<file path="src/rtl/tccg_pkg.sv">
`default_nettype none

package tccg_pkg;

	localparam int COLUMNS     = 32;
	localparam int ROWS        = 24;
	localparam int GLYPH_COUNT = 128;
	localparam int CELL_COUNT  = COLUMNS * ROWS;
	localparam int GLYPH_BYTES = GLYPH_COUNT * 8;
	localparam int CELL_W      = $clog2(CELL_COUNT);
	localparam int GADDR_W     = $clog2(GLYPH_BYTES);
	localparam int GLYPH_W     = $clog2(GLYPH_COUNT);

	localparam logic [1:0] OP_WR_SCREEN = 2'd0;
	localparam logic [1:0] OP_WR_GLYPH  = 2'd1;
	localparam logic [1:0] OP_CHECK     = 2'd2;

	localparam logic [2:0] LINE_LAST = 3'd7;

	typedef struct packed {
		logic [1:0] opcode;
		logic [9:0] address;
		logic [7:0] data;
	} item_t;

	typedef struct packed {
		logic [4:0] cell_column;
		logic [4:0] cell_row;
		logic [2:0] glyph_line;
		logic [7:0] pixels;
		logic       last;
	} result_t;

	typedef enum logic [2:0] {
		ST_CLEAR,
		ST_IDLE,
		ST_EXEC,
		ST_COMPARE,
		ST_LINES
	} state_t;

	// controller -> datapath
	typedef struct packed {
		logic load;
		logic clr_step;
		logic exec;
		logic update;
		logic glyph_rd;
	} cmd_t;

	// datapath -> controller
	typedef struct packed {
		logic clr_done;
		logic is_check;
		logic changed;
		logic line_last;
	} sts_t;

endpackage

`default_nettype wire

</file>
<file path="src/rtl/tccg_ctrl.sv">
`default_nettype none

module tccg_ctrl (
	input  wire               clk,
	input  wire               arst_n,
	input  wire               start,
	output logic              busy,
	input  tccg_pkg::sts_t    sts,
	output tccg_pkg::cmd_t    cmd
);
	import tccg_pkg::*;

	state_t state_q, state_d;

	always_ff @(posedge clk or negedge arst_n) begin
		if (!arst_n) begin
			state_q <= ST_CLEAR;
		end else begin
			state_q <= state_d;
		end
	end

	always_comb begin
		state_d = state_q;
		case (state_q)
			ST_CLEAR: begin
				if (sts.clr_done) state_d = ST_IDLE;
			end
			ST_IDLE: begin
				if (start) state_d = ST_EXEC;
			end
			ST_EXEC: begin
				state_d = sts.is_check ? ST_COMPARE : ST_IDLE;
			end
			ST_COMPARE: begin
				state_d = sts.changed ? ST_LINES : ST_IDLE;
			end
			ST_LINES: begin
				if (sts.line_last) state_d = ST_IDLE;
			end
			default: begin
				state_d = ST_IDLE;
			end
		endcase
	end

	always_comb begin
		cmd  = '0;
		busy = 1'b1;
		case (state_q)
			ST_CLEAR: begin
				cmd.clr_step = 1'b1;
			end
			ST_IDLE: begin
				busy     = 1'b0;
				cmd.load = start;
			end
			ST_EXEC: begin
				cmd.exec = 1'b1;
			end
			ST_COMPARE: begin
				cmd.update = sts.changed;
			end
			ST_LINES: begin
				cmd.glyph_rd = 1'b1;
			end
			default: begin
				cmd = '0;
			end
		endcase
	end

endmodule

`default_nettype wire

</file>
<file path="config.mk">
export PLATFORM = sky130hd
export DESIGN_NAME = tccg_ctrl
export DESIGN_NICKNAME = d
export VERILOG_FILES = /design/src/rtl/tccg_pkg.sv /design/src/rtl/tccg_ctrl.sv
export SDC_FILE = /design/constraint.sdc
export NUM_CORES = 1
export LEC_CHECK = 0
export BUFFER_PORTS_ARGS = -buffer_cell sky130_fd_sc_hd__buf_2
export CORE_AREA = 4 4 41 43
export DETAILED_ROUTE_END_ITERATION = 6
export DIE_AREA = 0 0 45 47
export PLACE_DENSITY = 0.31
export SKIP_LAST_GASP = 1
export SLEW_MARGIN = 10
export SYNTH_ARGS = -nofsm -noshare
export SYNTH_HDL_FRONTEND = slang
export SYNTH_SLANG_ARGS = --single-unit
export TNS_END_PERCENT = 5
</file>
<file path="constraint.sdc">
create_clock -name clk -period 1.06 [get_ports clk]
set_clock_uncertainty 0.05 [all_clocks]
set_input_delay 0.212 -clock clk [delete_from_list [all_inputs] [get_ports clk]]
set_output_delay 0.212 -clock clk [all_outputs]
set_load 0.01 [all_outputs]
</file>
======== Yosys cells after proc, flatten, opt, wreduce, memory -nomap -nowiden ========
Index checks and enable logic that the tools add are counted.
word-level totals
  bits of input ports ..................... 7
  output and inout port bits .............. 6
  memories kept ........................... 0
  bits in registers ....................... 3
  ROM bits ................................ 0
  bits in latches ......................... 0
  word-level logic and storage cells ...... 22
  memory bits (writable) .................. 0
operators by class
  eq/ne operators ......................... 7
  add/sub/neg operators ................... 0
  magnitude comparators ................... 0
  mux-type cells .......................... 12
  div/mod/pow operators ................... 0
  reduce and logical (&&, ||, !) cells .... 2
  bitwise logic cells ..................... 0
  shift operators ......................... 0
  multiply operators ...................... 0
operators by type and width
  cell                number
  $pmux 3 s5          1
  $mux 3              4
  $eq 3x2->1 const B  2
  $mux 1              6
  $ne 2x2->1 const B  3
  $eq 3x1->1 const B  1
  $eq 3x3->1 const B  1
  $logic_not 3->1     1
  $reduce_and 3->1    1
  $mux 2              1

======== Logic depth before layout (Yosys ltp) ========
Gate-level depths: netlist (run 1).
  depth in word-level cells ............... 3
  gate-level depth with buffers ........... 2
  gate-level depth less buffers ........... 2

======== Least setup slack after synthesis (run 1) ========
Ideal clock, no wire load.
  path type ............................... flip-flop to flip-flop
  from .................................... reg state_q[0]
  to ...................................... reg state_q[1]
  period minus slack after synthesis ...... 1.099 ns
  buffers on the path ..................... 0
  data required time ...................... 0.945 ns
  cell stages (with the launch flop) ...... 3
  data arrival time ....................... 0.984 ns
  setup time .............................. 0.065 ns
  setup slack ............................. -0.039 ns
  cell sequence ........................... dfrtp_1 > nor3b_1 > a21o_1
on the way
  cells in the longest elaborated chain, start to end .. 3
  elaborated cells between the ends (all ways) .. 10
  classes of those cells .................. eq/ne: 7; mux: 1; reduce/logical: 2
ends and longest elaborated chain
  item                                line             text
  start: declaration                  tccg_ctrl.sv:13  state_t state_q, state_d;
  start signal: assignment            tccg_ctrl.sv:19  state_q <= state_d;
  $eq 3x3->1 (tied with other cells)  tccg_ctrl.sv:25  case (state_q)
  $ne 2x2->1 (no source line)         n/a
  $reduce_and 3->1 (no source line)   n/a
Parallel ways exist; a longest one is shown, timed or not.
A chain may end at the register's enable or synchronous reset.

======== Worst setup path in the final report (run 1) ========
  from .................................... reg state_q[2]
  to ...................................... out busy
on the way
  cells in the longest elaborated chain, start to end .. 2
ends and longest elaborated chain
  item              line             text
  $eq 3x1->1        tccg_ctrl.sv:50  case (state_q)
  $mux 1            tccg_ctrl.sv:50
  end: declaration  tccg_ctrl.sv:7   output logic busy,
No other way between the ends.

==> run summary, run 1 <==
WP data required = 800 ps
number of buffers inserted by port buffering = 12
dpl hpwl = 434.4 um
routed vias = 213
DIE AREA = 0.002115 mm2
Crit. End Element = primary output
clk_lat worst skew = 230 ps
failing checks = setup timing
cell count after synthesis = 15
vias per std cell = 3.944
CTS tree = built
Yosys top cell area share = 41.67%
Reg clk slew, reported paths = 40 ps
sequential area share after synthesis = 41.67%
Netlist cell types = 12
worst rel slew slack = 87.51%
# H-tree levels = 1
DP Area = 309.0 um2
Critical Setup Path Class = reg -> out
antenna violations before repair = 0
fin area = 361.6 um2
RSZ-0062 raised after global routing = true
Syn Nets = 22
Core Area = 0.001301 mm2
diode count = 0
max_cap viols = 0
Cell Pwr Density = 2661 mW/mm2
crit-path max cell delay = 430 ps
Routed WL = 541 um
highest clock rate = 0.6975 GHz
Static Leak = 0.0001972 uW
dpl cells = 48
Syn Std Cell Area = 180.2 um2
first-pass GRT wire length = 862 um
final setup violation count = 9
max reg flops = 3
row count = 13
gpl congestion = 0.6404
actual slew at the worst max-slew pin = 182.2 ps
gr ovfl total = 0
router iterations before antenna repair = 2
nets = 47
Initial Utilization = 13.85%
Crit path arrival time = 1170 ps
Synth area leader = dfrtp_1
drt wl/cell = 10.02 um
CTS Buf Count = 3
total power draw = 962.2 uW
I/O pin cnt = 13
Mean Syn Cell Area = 12.01 um2
Layout Cells excl Fill = 54
Area Overhead vs Synth = 100.7%
CTS root buffer = clkbuf_4
status = finished, violations left
clk sinks = 3
Period minus WS final = 1434 ps
vias in the first global route = 230
Startpoint Class = register
top cells by area, synth = dfrtp_1 (42%), and4bb_4 (9.0%), a21o_1 (8.3%), a211oi_2 (6.9%), nor3b_2 (6.9%)
Final Slew Violations = 0
setup slack after layout = -373.7 ps
crit path cell chain = or3b_1 > buf_2
worst IR drop on VDD = 0.0007839 V
share of cells above drive strength 1 = 76.92%
initial drt markers = 1
Biggest register = state_q
Crit Path Max Fanout = 6
worst hold path type = in -> reg
Horiz. Die Dim = 45 um
Die Span Y = 47 um
largest net degree at the start of global routing = 8
Final ANT Viol Nets = 0
#FFs+latches synth = 3
Tcrit/Tclk final = 135.3%
final count of hold timing violations = 0
DRC Markers = 0
pre-CTS setup slack = -138.5 ps
biggest regs = state_q x3
All-Layer GR Usage = 6.092%
maximum clock insertion buffer count = 2
Synth warnings = 0
crit path max-delay cell type = dfrtp_2
==> kinds of logic (layout without fill, tap and decap cells) <==
logic type             Yosys count  in the layout  share of synthesized area, %
AOI/OAI and AO/OA                3              3                         15.27
buffers and inverters            1             25                         2.081
DFF                              3              3                         41.67
muxes                            1              1                         5.556
and+or+nand+nor                  7              7                         35.42
==> Yosys cell counts <==
cell,instances
nor2_1,1
inv_1,1
a211oi_2,1
mux2i_1,1
nor3b_1,1
nor3_1,1
nor3b_2,1
or3b_1,1
dfrtp_1,3
and4b_1,1
a21o_1,2
and4bb_4,1
==> path summary, 6_finish.rpt <==
check / start / endpoint / slack [ps] / cells after the start
worst max-delay path: state_q[2] / busy / -370 / 2
worst min-delay path: sts[2] / state_q[1] / 130 / 2
worst max register to register: state_q[0] / state_q[0] / -60 / 3
worst min register to register: state_q[1] / state_q[0] / 630 / 2
max in group asynchronous: arst_n / state_q[0] / 590 / 2
min in group asynchronous: arst_n / state_q[1] / 250 / 2
==> layout make-up <==
type / instances / area (um2)
Fill cell: 143 / 939.7
Timing Repair Buffer: 20 / 122.6
Multi-Input combinational cell: 11 / 111.4
Sequential cell: 3 / 78.83
Clock buffer: 4 / 26.28
Tap cell: 15 / 18.77
Inverter: 1 / 3.754
==> metal layers <==
layer | up-vias | track usage [%] | share of wire (%)
met5 | - | 0 | 0
met4 | 0 | 7.018 | 0
met3 | 0 | 2.299 | 11
met2 | 7 | 10.45 | 50
met1 | 101 | 5.023 | 38
li1 | 105 | - | -
==> power breakdown <==
group	switching [uW]	internal, uW
Sequential	84.8	174
Combinational	191	313
Clock	57.9	141
Total	334	628
==> timing repair <==
item,in CTS,in global routing
endpoints found under the setup margin,9,9
hold buffers,1,0
gates resized for setup,1,3
pin swaps,0,2
endpoints found under the hold margin,3,0
setup buffers,0,1
cloned,0,0
==> per-stage QoR <==
step | hold slack (ps) | utilization (%) | setup TNS, ps
2_1_floorplan | -133.6 | - | -31.40
3_3_place_gp | -39.80 | 23.75 | -703.6
3_5_place_dp | -40.44 | 23.75 | -776.8
4_1_cts | 125.9 | 26.63 | -2296
5_1_grt | 141.0 | 27.79 | -2400
6_report | 134.7 | 27.79 | -2000
==> placed cells by master (no fill, tap or decap) <==
cell type      count
nor3b_2            2
clkbuf_4           3
and4b_1            1
buf_2             12
or3b_1             1
dlygate4sd3_1      1
dfrtp_2            3
buf_4              7
nor2_1             1
clkbuf_1           1
and4bb_4           1
a21o_1             2
inv_1              1
a211oi_2           1
nor3_2             1
mux2i_1            1
==> worst max-delay path, delay by kind of cell (launching register included) <==
family                 cells  cell delay (ps)
DFF                        1              430
and+or+nand+nor            1              370
buffers and inverters      1              140
Note: power is estimated with default switching activity, not from simulation.
==> run 2, diff against run 1 <==
--- a/config.mk
+++ b/config.mk
@@ -5,7 +5,7 @@
 export SDC_FILE = /design/constraint.sdc
 export NUM_CORES = 1
 export LEC_CHECK = 0
-export BUFFER_PORTS_ARGS = -buffer_cell sky130_fd_sc_hd__buf_2
+export BUFFER_PORTS_ARGS = -buffer_cell sky130_fd_sc_hd__buf_4
 export CORE_AREA = 4 4 41 43
 export DETAILED_ROUTE_END_ITERATION = 6
 export DIE_AREA = 0 0 45 47
==> run 2 against run 1 <==
The run still ends with setup timing left. Maximum frequency down 0.27%. Via count down 5.2%. Highest routed layer unchanged. Flip-flop and latch count unchanged. Combinational power up 7.7%. Sequential power about the same. Count of clock-buffer cells in the layout unchanged. Total power up 3.4%. Non-clock buffer count down 2. Global-route usage up 0.16 points. Utilization up 1.3 points. Critical endpoint unchanged. Sequential share of layout area down 0.94 points. Worst hold slack worse by 3.3 ps.
==> run summary, run 2 (same netlist as run 1, synthesis figures left out) <==
vias in the first global route = 230
final count of hold timing violations = 0
Cell Pwr Density = 2633 mW/mm2
CTS tree = built
max reg flops = 3
All-Layer GR Usage = 6.250%
largest net degree at the start of global routing = 8
number of buffers inserted by port buffering = 12
Die Span Y = 47 um
Crit path arrival time = 1180 ps
gpl congestion = 0.6433
Routed WL = 572 um
DIE AREA = 0.002115 mm2
Final Slew Violations = 0
Static Leak = 0.0001948 uW
Crit Path Max Fanout = 7
worst IR drop on VDD = 0.0008112 V
I/O pin cnt = 13
pre-CTS setup slack = -143.6 ps
initial drt markers = 2
Startpoint Class = register
Tcrit/Tclk final = 135.6%
final setup violation count = 9
WL met1 = 231 um
Final ANT Viol Nets = 0
# H-tree levels = 1
commonest non-fill, non-tap cell in the layout = buf_4
Core Util, Final = 29.04%
worst hold path type = in -> reg
maximum clock insertion buffer count = 2
CTS Buf Count = 3
Period minus WS final = 1438 ps
first-pass GRT wire length = 883 um
clk_lat worst skew = 230 ps
Critical Setup Path Class = reg -> out
Reg clk slew, reported paths = 30 ps
Biggest register = state_q
clk sinks = 3
drt wl/cell = 11.00 um
Area Overhead vs Synth = 109.7%
most frequent cells in the layout = buf_4 (17), clkbuf_4 (3), dfrtp_2 (3)
hold_ws = 131.4 ps
status = finished, violations left
vias per std cell = 3.885
worst rel slew slack = 87.27%
max_cap viols = 0
Top Layer Used = met3
met2 wire length = 293 um
Initial Utilization = 13.85%
nets = 45
dpl hpwl = 441.6 um
gr ovfl total = 0
Crit. End Element = primary output
row count = 13
actual slew at the worst max-slew pin = 185.7 ps
routed vias = 202
total power draw = 994.9 uW
WP data required = 800 ps
failing checks = setup timing
DRC Markers = 0
Horiz. Die Dim = 45 um
TNS Setup = -1900 ps
RSZ-0062 raised after global routing = true
diode count = 0
share of cells above drive strength 1 = 72.97%
setup slack after layout = -377.5 ps
router iterations before antenna repair = 4
antenna violations before repair = 0
highest clock rate = 0.6956 GHz
met3 WL = 47 um
Core Area = 0.001301 mm2
biggest regs = state_q x3
CTS root buffer = clkbuf_4
[run 2: cell types whose count changed in the layout (fill, tap and decap cells not counted), sizes merged]
cell  change
buf       -2
[run 2: critical path: stages (launching register included)]
cell and delay, ps:
dfrtp_2 430, or3b_1 370, buf_4 150
[run 2: cell type report]
type | count | area, um2
clock buffer | 4 | 26.28
inverter | 1 | 3.754
fill | 150 | 923.4
timing repair buffer | 18 | 137.6
tap | 15 | 18.77
sequential | 3 | 78.83
multi-input combinational | 11 | 112.6
[run 2: power breakdown]
part | internal [uW] | switching [uW] | total (uW) | leakage (uW)
Clock | 141 | 55.7 | 197 | 0.0000150
Combinational | 342 | 200 | 543 | 0.000146
Sequential | 174 | 81.5 | 256 | 0.0000338
[run 2: layer usage]
metal | vias up | track usage (%)
li1 | 101 | -
met2 | 7 | 10.17
met3 | 0 | 1.533
met1 | 94 | 6.164
met5 | - | 0
met4 | 0 | 7.018
[run 2: timing repair]
action / 4_1_cts / 5_1_grt
resized for setup: 1 / 3
setup endpoints to repair: 9 / 9
endpoints found under the hold margin: 3 / 0
setup buffers: 0 / 0
hold buffers: 1 / 0
[run 2: final timing paths]
| kind | start | end | slack [ps] | cells past startpoint |
|---|---|---|---|---|
| min | sts[2] | state_q[1] | 130 | 2 |
| max reg2reg | state_q[0] | state_q[0] | -40 | 3 |
| max in group asynchronous | arst_n | state_q[1] | 600 | 2 |
| min reg2reg | state_q[0] | state_q[0] | 620 | 2 |
| min in group asynchronous | arst_n | state_q[2] | 250 | 2 |
| max | state_q[1] | busy | -380 | 2 |
[run 2: per-stage QoR]
step / cell area (um2) / instances
3_3_place_gp: 331.6 / 47
6_report: 377.9 / 52
4_1_cts: 369.1 / 52
5_1_grt: 377.9 / 52
2_1_floorplan: 185.2 / 15
3_5_place_dp: 331.6 / 47
